## config.mk

```make
export PLATFORM = sky130hd
export DESIGN_NAME = grwhf_mul
export DESIGN_NICKNAME = d
export VERILOG_FILES = /design/src/grwhf_pkg.sv /design/src/grwhf_mul.sv
export SDC_FILE = /design/constraint.sdc
export NUM_CORES = 2
export LEC_CHECK = 0
export BUFFER_PORTS_ARGS = -buffer_cell sky130_fd_sc_hd__buf_2
export CAP_MARGIN = 10
export CORE_MARGIN = 2
export CORE_UTILIZATION = 40
export DETAILED_ROUTE_END_ITERATION = 10
export PLACE_DENSITY = 0.68
export SLEW_MARGIN = 5
export SYNTH_ARGS = -nofsm -noshare
export SYNTH_HDL_FRONTEND = slang
export SYNTH_SLANG_ARGS = --single-unit
```

## constraint.sdc

```tcl
create_clock -name clk -period 8.98 [get_ports clk]
set_input_delay 0.449 -clock clk [delete_from_list [all_inputs] [get_ports clk]]
set_output_delay 0.449 -clock clk [all_outputs]
set_load 0.05 [all_outputs]
```

## src/grwhf_pkg.sv

```systemverilog
// Shared types and constants for the grid ray wall hit fraction block.
// Used by every module in src; no dependencies of its own.
package grwhf_pkg;

  localparam int COORD_W    = 24;  // signed world coordinate
  localparam int DELTA_W    = 25;  // segment delta and cell position
  localparam int CELL_W     = 20;  // cell size register
  localparam int NSTEP_W    = 26;  // distance to the next crossing
  localparam int DIVN_W     = 41;  // divider dividend
  localparam int DIVD_W     = 25;  // divider divisor
  localparam int CNT_W      = 6;
  localparam int PROD_W     = NSTEP_W + DIVD_W;
  localparam int EDGE_W     = 29;  // (position + 1) * cell size inside the grid
  localparam int NUM_W      = 31;
  localparam int MAP_DEPTH  = 2048;
  localparam int MAP_AW     = 11;
  localparam int GRID_POS_BITS = 8;
  localparam int GRID_IDX_W = 17;
  localparam int FRAC_W     = 17;
  localparam int FRAC_BITS  = 16;
  localparam int COL_W      = 6;
  localparam int ROW_W      = 5;
  localparam int IN_DATA_W  = 112;
  localparam int OUT_DATA_W = 32;
  localparam int CFG_IDX_W  = 1;

  localparam logic [FRAC_W-1:0] FRAC_ONE = 17'h10000;
  localparam logic [CELL_W-1:0] CELL_SIZE_RESET = 20'd4096;

  localparam logic [CFG_IDX_W-1:0] CFG_CELL_WIDTH  = 1'b0;
  localparam logic [CFG_IDX_W-1:0] CFG_CELL_HEIGHT = 1'b1;

  localparam logic CMD_WRITE = 1'b0;
  localparam logic CMD_QUERY = 1'b1;

  typedef struct packed {
    logic              start;
    logic [DIVN_W-1:0] dividend;
    logic [DIVD_W-1:0] divisor;
  } div_req_t;

  typedef struct packed {
    logic              done;
    logic [DIVN_W-1:0] quotient;
    logic [DIVD_W-1:0] remainder;
  } div_rsp_t;

endpackage

```

## src/grwhf_mul.sv

```systemverilog
// Shared unsigned multiplier with a registered product.
// Depends on grwhf_pkg for operand widths.
module grwhf_mul (
  input  logic                          clk,
  input  logic [grwhf_pkg::NSTEP_W-1:0] a,
  input  logic [grwhf_pkg::DIVD_W-1:0]  b,
  output logic [grwhf_pkg::PROD_W-1:0]  p
);

  logic [grwhf_pkg::PROD_W-1:0] p_r;

  always_ff @(posedge clk) begin
    p_r <= grwhf_pkg::PROD_W'(a) * grwhf_pkg::PROD_W'(b);
  end

  assign p = p_r;

endmodule

```

==> summary.md <==
| Metric | Value |
|---|---|
| Number of nets with antenna violations after routing | 0 |
| Max-cap violations | 0 |
| Count of buffer and inverter cells on the critical path | 7 |
| Vias | 16500 |
| # Post-CTS Setup Buffers | 0 |
| Wire length of the first global-routing pass | 93500 um |
| Ordered list of cells on the worst path | buf_2 > and2_1 > fa_1 > fa_1 > inv_1 > fa_1 > inv_1 > fa_1 > inv_1 > fa_1 > inv_1 > fa_1 > inv_1 > fa_1 > inv_1 > ha_1 > a21oi_1 > o21ai_0 > a221oi_1 > o21ai_0 > a21oi_1 > o31ai_2 > a41oi_1 > xnor2_1 |
| Hold_buf cts | 0 |
| Max Used Layer | met4 |
| Synthesized instance count | 2519 |
| Remaining design rule violation count | 0 |
| Area of the core | 56100 um^2 |
| Number of synthesized flops with an enable pin | 0 |
| Max stage delay on crit path | 0.55 ns |
| Number of different library cells in the post-synthesis netlist | 57 |
| Kind of end point of the critical path | flop |
| Total GRT Usage | 20.3% |
| Number of standard-cell rows in the floorplan | 87 |
| Fin cells | 3266 |
| Count of pins over their slew limit | 0 |
| Slew HR | 50.9% |
| Largest net degree at the start of global routing | 27 |
| Top cells by area, synth | sky130_fd_sc_hd__fa_1 49%, sky130_fd_sc_hd__inv_1 10%, sky130_fd_sc_hd__ha_1 10% |
| Most frequently used cell type in the post-synthesis netlist | sky130_fd_sc_hd__inv_1 |
| Layout overhead on the synthesized area | 5.09% |
| Via-to-Cell Ratio | 5.04 |
| Detailed Routing Iterations Pass 1 | 5 |
| Routed metal-1 wirelength | 21700 um |
| Post-synth top cells | 621 x sky130_fd_sc_hd__inv_1, 549 x sky130_fd_sc_hd__fa_1, 354 x sky130_fd_sc_hd__nand2_1 |
| Height of the chip | 242 um |
| Finished Cell Area | 23700 um^2 |
| Wire per inst | 17.5 um |
| Final routed wirelength across all metal layers | 57200 um |
| Synthesized netlist net count | 3306 |
| Unrepaired setup endpoints after global routing | no |
| Result of the run | finished clean |
| Crit Path Category | primary input to flop |
| Maximum buffer depth of the clock tree | 2 |
| Starting density of the core | 40.3% |
| Sum of net half-perimeters after detailed placement | 46200 um |
| Number of buffers inserted by port buffering | 102 |
| Final core utilization | 42.3% |
| Final setup viols | 0 |
| Routability-driven placement congestion ratio | 0.881 |
| Synth Cell Area | 22600 um^2 |
| Cell area reported after detailed placement | 23600 um^2 |
| Met3 Routed Length | 2500 um |
| Family of cells with the greatest summed delay on the critical path | adder cells |
| Area share of the largest cell type after synthesis | 48.7% |
| Cell count after placement | 3258 |
| Boundary Pins | 103 |
| # clock sinks | 51 |
| Ratio of cells with drive above 1 in the final layout | 5.06% |
| Most numerous cell on the critical path | sky130_fd_sc_hd__fa_1 |
| Shortest clock period the worst path allows after layout | 7.02 ns |
| Antenna violations before repair | 1 |
| Post-CTS Resized | 0 |
| Die area | 58400 um^2 |
| Slowest library cell on the worst path | sky130_fd_sc_hd__fa_1 |
| Syn avg cell area | 8.97 um^2 |
| Period Utilization, post-route | 78.2% |
| Number of filler cells placed in the layout | 5577 |
| Synthesized flop and latch total | 51 |
| Fmax achieved | 142 MHz |
| Number of levels in the clock H-tree | 2 |
| Antenna cell count | 0 |
| Clock slew at the register clock pins of the worst setup and hold paths | 0.08 ns |
| Worst path required time | 9.22 ns |
| Chip width | 242 um |
| Fraction of the yosys area taken by sequential cells | 4.52% |
| Vias in the first global route | 17800 |
| Worst slew pin tran | 0.736 ns |
| Type of the most critical hold path | primary input to flop |
| Dominant cell type by area after synthesis | sky130_fd_sc_hd__fa_1 |
| YS warnings | 0 |
| Endpoints failing hold | 0 |
| CP max FO | 25 |
| Sum of negative setup slack | 0 ns |
| Proportion of register bits with asynchronous set or reset after synthesis | 0% |
| Largest register FFs | 51 |
| Arr. time, crit path | 7.26 ns |
| TritonCTS clock tree | built |
| Detail Route met2 WL | 30600 um |
| NumNets Final | 3296 |
| Primary flip-flop cell chosen by synthesis mapping | sky130_fd_sc_hd__dfxtp_1 |
| Iteration-0 DRC count of the detailed router | 788 |
| Startpoint type of the worst setup path | primary input |
| Total clock buffers created by CTS | 5 |
| Master cell of the clock root buffer | sky130_fd_sc_hd__clkbuf_16 |
| GRT Residual Overflow | 0 |
[cell usage in the layout, fill, tap and decap left out, drive strengths merged, types with 2 or more instances in the layout]
cell type | synthesis | layout
o211ai | 6 | 6
nand2b | 3 | 3
nand3 | 9 | 9
nand3b | 2 | 2
clkinv | 0 | 2
and2 | 347 | 347
ha | 186 | 186
a41oi | 2 | 2
nor2b | 5 | 5
a21oi | 53 | 53
o21a | 6 | 6
and4 | 2 | 2
o21bai | 6 | 6
dfxtp | 51 | 51
and3 | 9 | 9
a221o | 2 | 2
inv | 621 | 621
xnor2 | 30 | 30
xor2 | 16 | 16
buf | 7 | 103
nor2 | 34 | 34
a211oi | 4 | 4
a211o | 5 | 5
nand2 | 354 | 354
o21ai | 27 | 27
a31oi | 8 | 8
a21o | 22 | 22
nor3 | 6 | 6
a221oi | 4 | 4
a2111oi | 2 | 2
fa | 549 | 549
clkbuf | 113 | 5
a21boi | 3 | 3
nand4 | 9 | 9
nor4 | 4 | 4
[cell families (layout without fill, tap and decap cells)]
kind of cell	count (synthesis)	after routing	synth area share, %
xor+xnor	46	46	1.78
buf+inv	741	732	12.5
compound gates	157	157	4.67
flops	51	51	4.52
fa+ha+maj	735	735	59.0
simple gates	788	788	17.5
mux	1	1	0.0499
[path summary, 6_finish.rpt]
kind / from / to / slack (ns) / cells past startpoint
hold / removal: a[0] / p[0] / 0.65 / 2
setup / recovery: a[15] / p[50] / 1.96 / 24
[layer usage]
layer | global-route usage (%) | vias to the layer above
met5 | 0 | -
met4 | 7.45 | 0
met3 | 2.42 | 126
met2 | 37.4 | 475
met1 | 24.1 | 8573
li1 | - | 7283
[cell type report]
cell class / count / area (um^2) / share of cell area (%)
clock buffer: 5 / 125 / 0.527
sequential: 51 / 1020 / 4.30
multi-input combinational: 1727 / 18700 / 79.0
clock inverter: 3 / 43.8 / 0.185
tap: 756 / 946 / 3.99
inverter: 621 / 2330 / 9.82
timing repair buffer: 103 / 518 / 2.18
[through the flow]
stage	hold WS, ns	setup WS, ns
2_1_floorplan	0.576	2.26
3_3_place_gp	0.917	1.78
3_5_place_dp	0.917	1.68
4_1_cts	0.634	2.02
5_1_grt	0.662	1.52
6_report	0.650	1.96
Power is not shown: default switching activity piles up to over one toggle a cycle in this logic, so the estimate is an artifact.
