`src/grwhf_pkg.sv`:
```
// Shared types and constants for the grid ray wall hit fraction block.
// Used by every module in src; no dependencies of its own.
package grwhf_pkg;

  localparam int COORD_W    = 24;  // signed world coordinate
  localparam int DELTA_W    = 25;  // segment delta and cell position
  localparam int CELL_W     = 20;  // cell size register
  localparam int NSTEP_W    = 26;  // distance to the next crossing
  localparam int DIVN_W     = 41;  // divider dividend
  localparam int DIVD_W     = 25;  // divider divisor
  localparam int CNT_W      = 6;
  localparam int PROD_W     = NSTEP_W + DIVD_W;
  localparam int EDGE_W     = 29;  // (position + 1) * cell size inside the grid
  localparam int NUM_W      = 31;
  localparam int MAP_DEPTH  = 2048;
  localparam int MAP_AW     = 11;
  localparam int GRID_POS_BITS = 8;
  localparam int GRID_IDX_W = 17;
  localparam int FRAC_W     = 17;
  localparam int FRAC_BITS  = 16;
  localparam int COL_W      = 6;
  localparam int ROW_W      = 5;
  localparam int IN_DATA_W  = 112;
  localparam int OUT_DATA_W = 32;
  localparam int CFG_IDX_W  = 1;

  localparam logic [FRAC_W-1:0] FRAC_ONE = 17'h10000;
  localparam logic [CELL_W-1:0] CELL_SIZE_RESET = 20'd4096;

  localparam logic [CFG_IDX_W-1:0] CFG_CELL_WIDTH  = 1'b0;
  localparam logic [CFG_IDX_W-1:0] CFG_CELL_HEIGHT = 1'b1;

  localparam logic CMD_WRITE = 1'b0;
  localparam logic CMD_QUERY = 1'b1;

  typedef struct packed {
    logic              start;
    logic [DIVN_W-1:0] dividend;
    logic [DIVD_W-1:0] divisor;
  } div_req_t;

  typedef struct packed {
    logic              done;
    logic [DIVN_W-1:0] quotient;
    logic [DIVD_W-1:0] remainder;
  } div_rsp_t;

endpackage

```
`src/grwhf_div.sv`:
```
// Radix-2 restoring divider, one quotient bit per cycle.
// Depends on grwhf_pkg for widths and the request/response structs.
module grwhf_div (
  input  logic                clk,
  input  logic                rst_n,
  input  grwhf_pkg::div_req_t req,
  output grwhf_pkg::div_rsp_t rsp
);

  logic [grwhf_pkg::DIVD_W-1:0] rem_r, rem_nxt, dvs_r;
  logic [grwhf_pkg::DIVN_W-1:0] quo_r;
  logic [grwhf_pkg::CNT_W-1:0]  cnt_r;
  logic                         busy_r, done_r;
  logic [grwhf_pkg::DIVD_W:0]   trial, diff;
  logic                         ge;

  always_comb begin
    trial   = {rem_r, quo_r[grwhf_pkg::DIVN_W-1]};
    diff    = trial - {1'b0, dvs_r};
    ge      = trial >= {1'b0, dvs_r};
    rem_nxt = ge ? diff[grwhf_pkg::DIVD_W-1:0] : trial[grwhf_pkg::DIVD_W-1:0];
  end

  always_ff @(posedge clk) begin
    if (!rst_n) begin
      busy_r <= 1'b0;
      done_r <= 1'b0;
    end else begin
      done_r <= 1'b0;
      if (req.start) begin
        busy_r <= 1'b1;
      end else if (busy_r && cnt_r == '0) begin
        busy_r <= 1'b0;
        done_r <= 1'b1;
      end
    end
  end

  always_ff @(posedge clk) begin
    if (req.start) begin
      rem_r <= '0;
      quo_r <= req.dividend;
      dvs_r <= req.divisor;
      cnt_r <= grwhf_pkg::CNT_W'(grwhf_pkg::DIVN_W - 1);
    end else if (busy_r) begin
      rem_r <= rem_nxt;
      quo_r <= {quo_r[grwhf_pkg::DIVN_W-2:0], ge};
      cnt_r <= cnt_r - 1'b1;
    end
  end

  assign rsp.done      = done_r;
  assign rsp.quotient  = quo_r;
  assign rsp.remainder = rem_r;

endmodule

```
`config.mk`:
```
export PLATFORM = sky130hd
export DESIGN_NAME = grwhf_div
export DESIGN_NICKNAME = d
export VERILOG_FILES = /design/src/grwhf_pkg.sv /design/src/grwhf_div.sv
export SDC_FILE = /design/constraint.sdc
export NUM_CORES = 1
export LEC_CHECK = 0
export ABC_AREA = 1
export BUFFER_PORTS_ARGS = -buffer_cell sky130_fd_sc_hd__buf_2
export CAP_MARGIN = 20
export CELL_PAD_IN_SITES_DETAIL_PLACEMENT = 1
export CELL_PAD_IN_SITES_GLOBAL_PLACEMENT = 2
export CORE_MARGIN = 2
export CORE_UTILIZATION = 30
export DETAILED_ROUTE_END_ITERATION = 16
export PLACE_DENSITY = 0.79
export SLEW_MARGIN = 10
export SYNTH_ARGS = -nofsm -noshare
export SYNTH_HDL_FRONTEND = slang
export SYNTH_SLANG_ARGS = --single-unit
```
`constraint.sdc`:
```
create_clock -name clk -period 4.49 [get_ports clk]
set_input_delay 0 -clock clk [delete_from_list [all_inputs] [get_ports clk]]
set_output_delay 0 -clock clk [all_outputs]
set_load 0.005 [all_outputs]
```
==> impl_metrics.ini, run 1 <==
[status]
status = finished, final reports clean

[synth]
synth_area_leaders = edfxtp_1 33%, nand2_1 21%, dfxtp_1 11%
synth_nets = 928
ys_types = 34
async_flop_share_pct = 0
yosysTopAreaCellShare_pct = 32.9
synthTopCellsByCount = 339 x nand2_1, 151 x inv_1, 66 x edfxtp_1
yosysWarnings = 0
syn_inst = 832
ys_seq_area_share_pct = 43.8
yosysTopAreaCell = edfxtp_1
syn_avg_cell_area_um2 = 7.25
yosysMostFrequentCell = nand2_1
synth_edf_count = 66
synth_seq_cells = 99
synth_ff_type = edfxtp_1
synth_area_mm2 = 0.00603

[clocking]
clk_latency_ns = 0.37
cts-root-buf = clkbuf_16
numCtsBuffers = 9
tritoncts = yes
cts.hold.buffers_added = 67
clockBufferDepth = 2
cts_setup_buffers = 0
clk_pin_slew_ns = 0.07
htreeDepth = 3
cts_resized = 0
clock_sinks = 99

[sta]
slew_headroom_pct = 56.6
worst_pin_slew_ns = 0.651
hold_viol = 0
finalSetupViolCount = 0
fin_crit_sh_pct = 62.7
rsz0062_at_grt = false
final.min_clock_period_ns = 2.81
tns_ns = 0
clock-skew-final_ns = 0.00853
fmax_mhz = 355
slew_violations = 0

[setup_path]
crit_buf_inv = 2
crit_chain = inv_1, ha_1, inv_1, fa_1, nand3_1, nand3_2, nand2_2, nand3_4, nand3_1, nand3_1, nand2_1
cp.required_ns = 4.80
critical_path.top_delay_family = simple AND/OR/NAND/NOR gates
worst-r2r-setup-slack_ns = 1.68
worst-path-max-fanout = 26
cpPeakStageDelay_ns = 0.48
end_kind = flip-flop
arrival_ns = 3.12
start_kind = flip-flop
crit_slowest_cell = nand2_2
cpMostUsedCell = nand3_1
path_class = reg2reg

[pwr]
power_leakage_uw = 0.00415
power_density_mw_per_mm2 = 277
ir_worst_vdd_v = 0.000169

[grt]
grt_first_pass_wirelength_mm = 32.6
grt_pass1_vias = 6296
grt.overflow.total = 0
grt_usage_pct = 19.3
antenna_found_initial = 0
grt_start_max_net_pins = 56

[final_layout]
layout-drive-gt1-share_pct = 16.6
multiInputGateArea_mm2 = 0.00271
nNetsFinal = 1125
seq_area_mm2 = 0.00264
n_antenna_cell = 0
synthToLayoutAreaGrowth_pct = 31.7
nFillCells = 2475
final_area_mm2 = 0.00794

[place]
port_buffers = 135
gp_congestion = 0.829
place_area_mm2 = 0.00699
dp_hpwl_mm = 14.7

[drt]
firstDrtPassIters = 4
antenna_left = 0
drc_errors = 0
drtIter0Drc = 192
post_drt_via_cell_ratio = 4.52
vias = 5865
wl_per_cell_um = 15.2
wl_mm = 19.8

[flow_run]
max-cap-violations = 0

[floorplanning]
core_area_mm2 = 0.0196
rows = 51
die-area_mm2 = 0.0213
die_w_um = 146
pin_count = 136
die_height_um = 146
start_util_pct = 30.8

[worst_hold_path]
hold_class = in2reg
==> per-stage QoR <==
stage                     util [%]  power (uW)  instances  hold slack, ns  worst slack, ns
after floorplan                  -        1250        832          0.0989             2.18
after global placement        35.6        1380       1215           0.177             1.77
after detailed placement      35.7        1390       1216           0.179             1.69
after CTS                     40.5        2220       1299           0.181             1.69
after global routing          40.5        2310       1299           0.185             1.42
final                         40.5        2200       1299           0.172             1.68
==> worst register-to-register path: cells and delay by family, from the launching register on <==
family        cells  cell delay [ns]
simple gates      7             1.62
fa+ha+maj         2             0.57
flops             1             0.42
buf+inv           2             0.16
==> layout by cell type, fill, tap and decap left out, types with 3 or more instances in the layout <==
master,n
nand2_1,339
inv_1,150
buf_2,135
dlygate4sd3_1,67
edfxtp_1,66
nand3_1,53
nor2_1,41
dfxtp_1,33
nand4_1,31
ha_1,26
a21oi_1,15
xnor2_1,10
o21ai_0,9
clkbuf_16,9
nand3_2,5
o21ai_1,5
buf_4,5
nor2_2,3
nor3_1,3
and2_1,3
==> metal layers <==
metal	share of wire, %	up-vias	track usage (%)
met2	48	109	33.2
met5	0	-	0
met4	1.4	0	5.78
li1	-	2995	-
met3	4.8	15	3.98
met1	46	2746	24.4
==> power by group <==
part           internal [uW]  switching [uW]  total [uW]
combinational            148             186         333
sequential              1050            31.7        1080
clock                    389             397         786
total                   1580             614        2200
==> sequential cells by signal (all words and copies together) (netlist names) <==
name    cells
quo_r      41
dvs_r      25
rem_r      25
cnt_r       6
busy_r      1
done_r      1
==> cells by family after synthesis <==
group | synth area share, %
AO/OA/AOI/OAI | 3.07
XOR/XNOR | 1.74
adder cells (fa/ha/maj) | 5.72
buffers and inverters | 11.3
flip-flops | 43.8
AND/OR/NAND/NOR | 34.4
==> final cells by class <==
class / count / share of cell area (%)
flip-flops and latches: 99 / 33.3
well taps: 265 / 4.17
clock inverters: 6 / 0.709
clock buffers: 10 / 2.88
repair buffers: 208 / 17.7
inverters: 152 / 7.18
multi-input cells: 559 / 34.1
==> final timing paths <==
path,start,end,cells after the start
max reg2reg,quo_r[40]$_DFFE_PP_,rem_r[20]$_SDFFE_PP0P_,11
max,quo_r[40]$_DFFE_PP_,rem_r[20]$_SDFFE_PP0P_,11
min,req[66],dvs_r[21]$_DFFE_PP_,1
min reg2reg,rem_r[15]$_SDFFE_PP0P_,rem_r[15]$_SDFFE_PP0P_,2
(Power assumes the default switching activity.)
==> run 2, diff against run 1 <==
==> constraint.sdc (replaced) <==
create_clock -name clk -period 2.8 [get_ports clk]
set_input_delay 0 -clock clk [delete_from_list [all_inputs] [get_ports clk]]
set_output_delay 0 -clock clk [all_outputs]
set_load 0.005 [all_outputs]
==> impl_metrics.ini, run 2 (same netlist as run 1, synthesis figures left out) <==
[final_layout]
reg_top3 = quo_r: 41 flops, dvs_r: 25 flops, rem_r: 25 flops
final_common_cell = nand2_1
largest_register = quo_r
layout_common_cells = 339 x nand2_1, 150 x inv_1, 135 x buf_2, 68 x dlygate4sd3_1, 66 x edfxtp_1
n_antenna_cell = 0
largest_reg_flops = 41
synthToLayoutAreaGrowth_pct = 32.6
fin_cells = 1305
nFillCells = 2515
nNetsFinal = 1131
multiInputGateArea_mm2 = 0.00271
seq_area_mm2 = 0.00264
layout-drive-gt1-share_pct = 17.0

[grt]
grt_pass1_vias = 6502
grt_first_pass_wirelength_mm = 33.9
antenna_found_initial = 0
grt.overflow.total = 0
grt_usage_pct = 19.8
grt_start_max_net_pins = 42

[clocking]
cts-root-buf = clkbuf_16
clockBufferDepth = 2
tritoncts = yes
clock_sinks = 99
htreeDepth = 3
clk_latency_ns = 0.36
clk_pin_slew_ns = 0.07
numCtsBuffers = 9
cts_setup_buffers = 0

[setup_path]
start_kind = flip-flop
cpMostUsedCell = nand3_1
arrival_ns = 2.65
worst-path-max-fanout = 19
path_class = reg2reg
end_kind = flip-flop
crit_chain = inv_1, ha_1, inv_1, fa_1, nand3_1, nand3_2, nand2_2, nand3_4, buf_4, nand3_1, nand3_1, nand2_1
cpPeakStageDelay_ns = 0.46
cp.required_ns = 3.10
crit_buf_inv = 3
crit_slowest_cell = fa_1
critical_path.top_delay_family = simple AND/OR/NAND/NOR gates

[floorplanning]
die-area_mm2 = 0.0213
die_height_um = 146
core_area_mm2 = 0.0196
rows = 51
pin_count = 136
die_w_um = 146
start_util_pct = 30.8

[sta]
fmax_mhz = 426
fin_crit_sh_pct = 83.9
clock-skew-final_ns = 0.0110
hold_viol = 0
slew_headroom_pct = 67.7
final.min_clock_period_ns = 2.35
worst_pin_slew_ns = 0.485
finalSetupViolCount = 0
timing.final.ws_setup_ns = 0.450
rsz0062_at_grt = false
slew_violations = 0
tns_ns = 0

[place]
dp_slack_ns = 0.448
gp_congestion = 0.857
dpl.cell_count = 1221
port_buffers = 135
dp_hpwl_mm = 15.0

[drt]
drc_errors = 0
wl_per_cell_um = 15.8
post_drt_via_cell_ratio = 4.58
drtIter0Drc = 205
firstDrtPassIters = 4
wl_mm = 20.6
vias = 5980
antenna_left = 0

[status]
status = finished, final reports clean

[pwr]
power_density_mw_per_mm2 = 444
power_leakage_uw = 0.00419
ir_worst_vdd_v = 0.000384

[worst_hold_path]
hold_class = in2reg

[flow_run]
max-cap-violations = 0
[run 2: per-layer routing]
| layer | wire length [um] | vias up | GRT usage (%) | part of all wire, % |
|---|---|---|---|---|
| li1 | - | 3008 | - | - |
| met1 | 9280 | 2838 | 25.0 | 45 |
| met2 | 10000 | 121 | 34.3 | 49 |
| met3 | 1080 | 13 | 4.70 | 5.3 |
| met4 | 227 | 0 | 4.71 | 1.1 |
| met5 | 0 | - | 0 | 0 |
[run 2: area by class of cell]
class | instances | share of cell area (%)
Clock buffer | 9 | 2.82
Inverter | 152 | 7.13
Tap cell | 265 | 4.15
Multi-Input combinational cell | 559 | 33.9
Timing Repair Buffer | 214 | 18.1
Clock inverter | 7 | 0.860
Sequential cell | 99 | 33.0
[run 2: stage by stage]
stage / cell area (um^2) / total power (uW) / hold slack [ns] / util (%)
final: 8000 / 3550 / 0.351 / 40.8
after global routing: 8000 / 3720 / 0.347 / 40.8
after CTS: 8000 / 3580 / 0.334 / 40.8
after detailed placement: 7020 / 2240 / 0.178 / 35.9
after global placement: 7020 / 2220 / 0.176 / 35.9
after floorplan: 6030 / 2000 / 0.0989 / -
[run 2: path summary, 6_finish.rpt]
check                                      startpoint                     end  slack [ns]  cells past startpoint
worst min-delay path                           req[0]      dvs_r[0]$_DFFE_PP_        0.35                      2
worst min register to register  cnt_r[2]$_SDFFE_PP0P_   cnt_r[2]$_SDFFE_PP0P_        0.49                      1
worst max-delay path              quo_r[40]$_DFFE_PP_  rem_r[20]$_SDFFE_PP0P_        0.45                     12
worst max register to register    quo_r[40]$_DFFE_PP_  rem_r[20]$_SDFFE_PP0P_        0.45                     12
[run 2: timing repair]
action                    4_1_cts  5_1_grt
resized for setup               0        0
hold endpoints to repair       69        0
hold buffers                   68        0
[run 2: report_power, final]
part	switching (uW)	leakage (uW)	internal [uW]
logic	306	0.00311	240
clock network	646	0.000145	630
registers	52.1	0.000933	1680
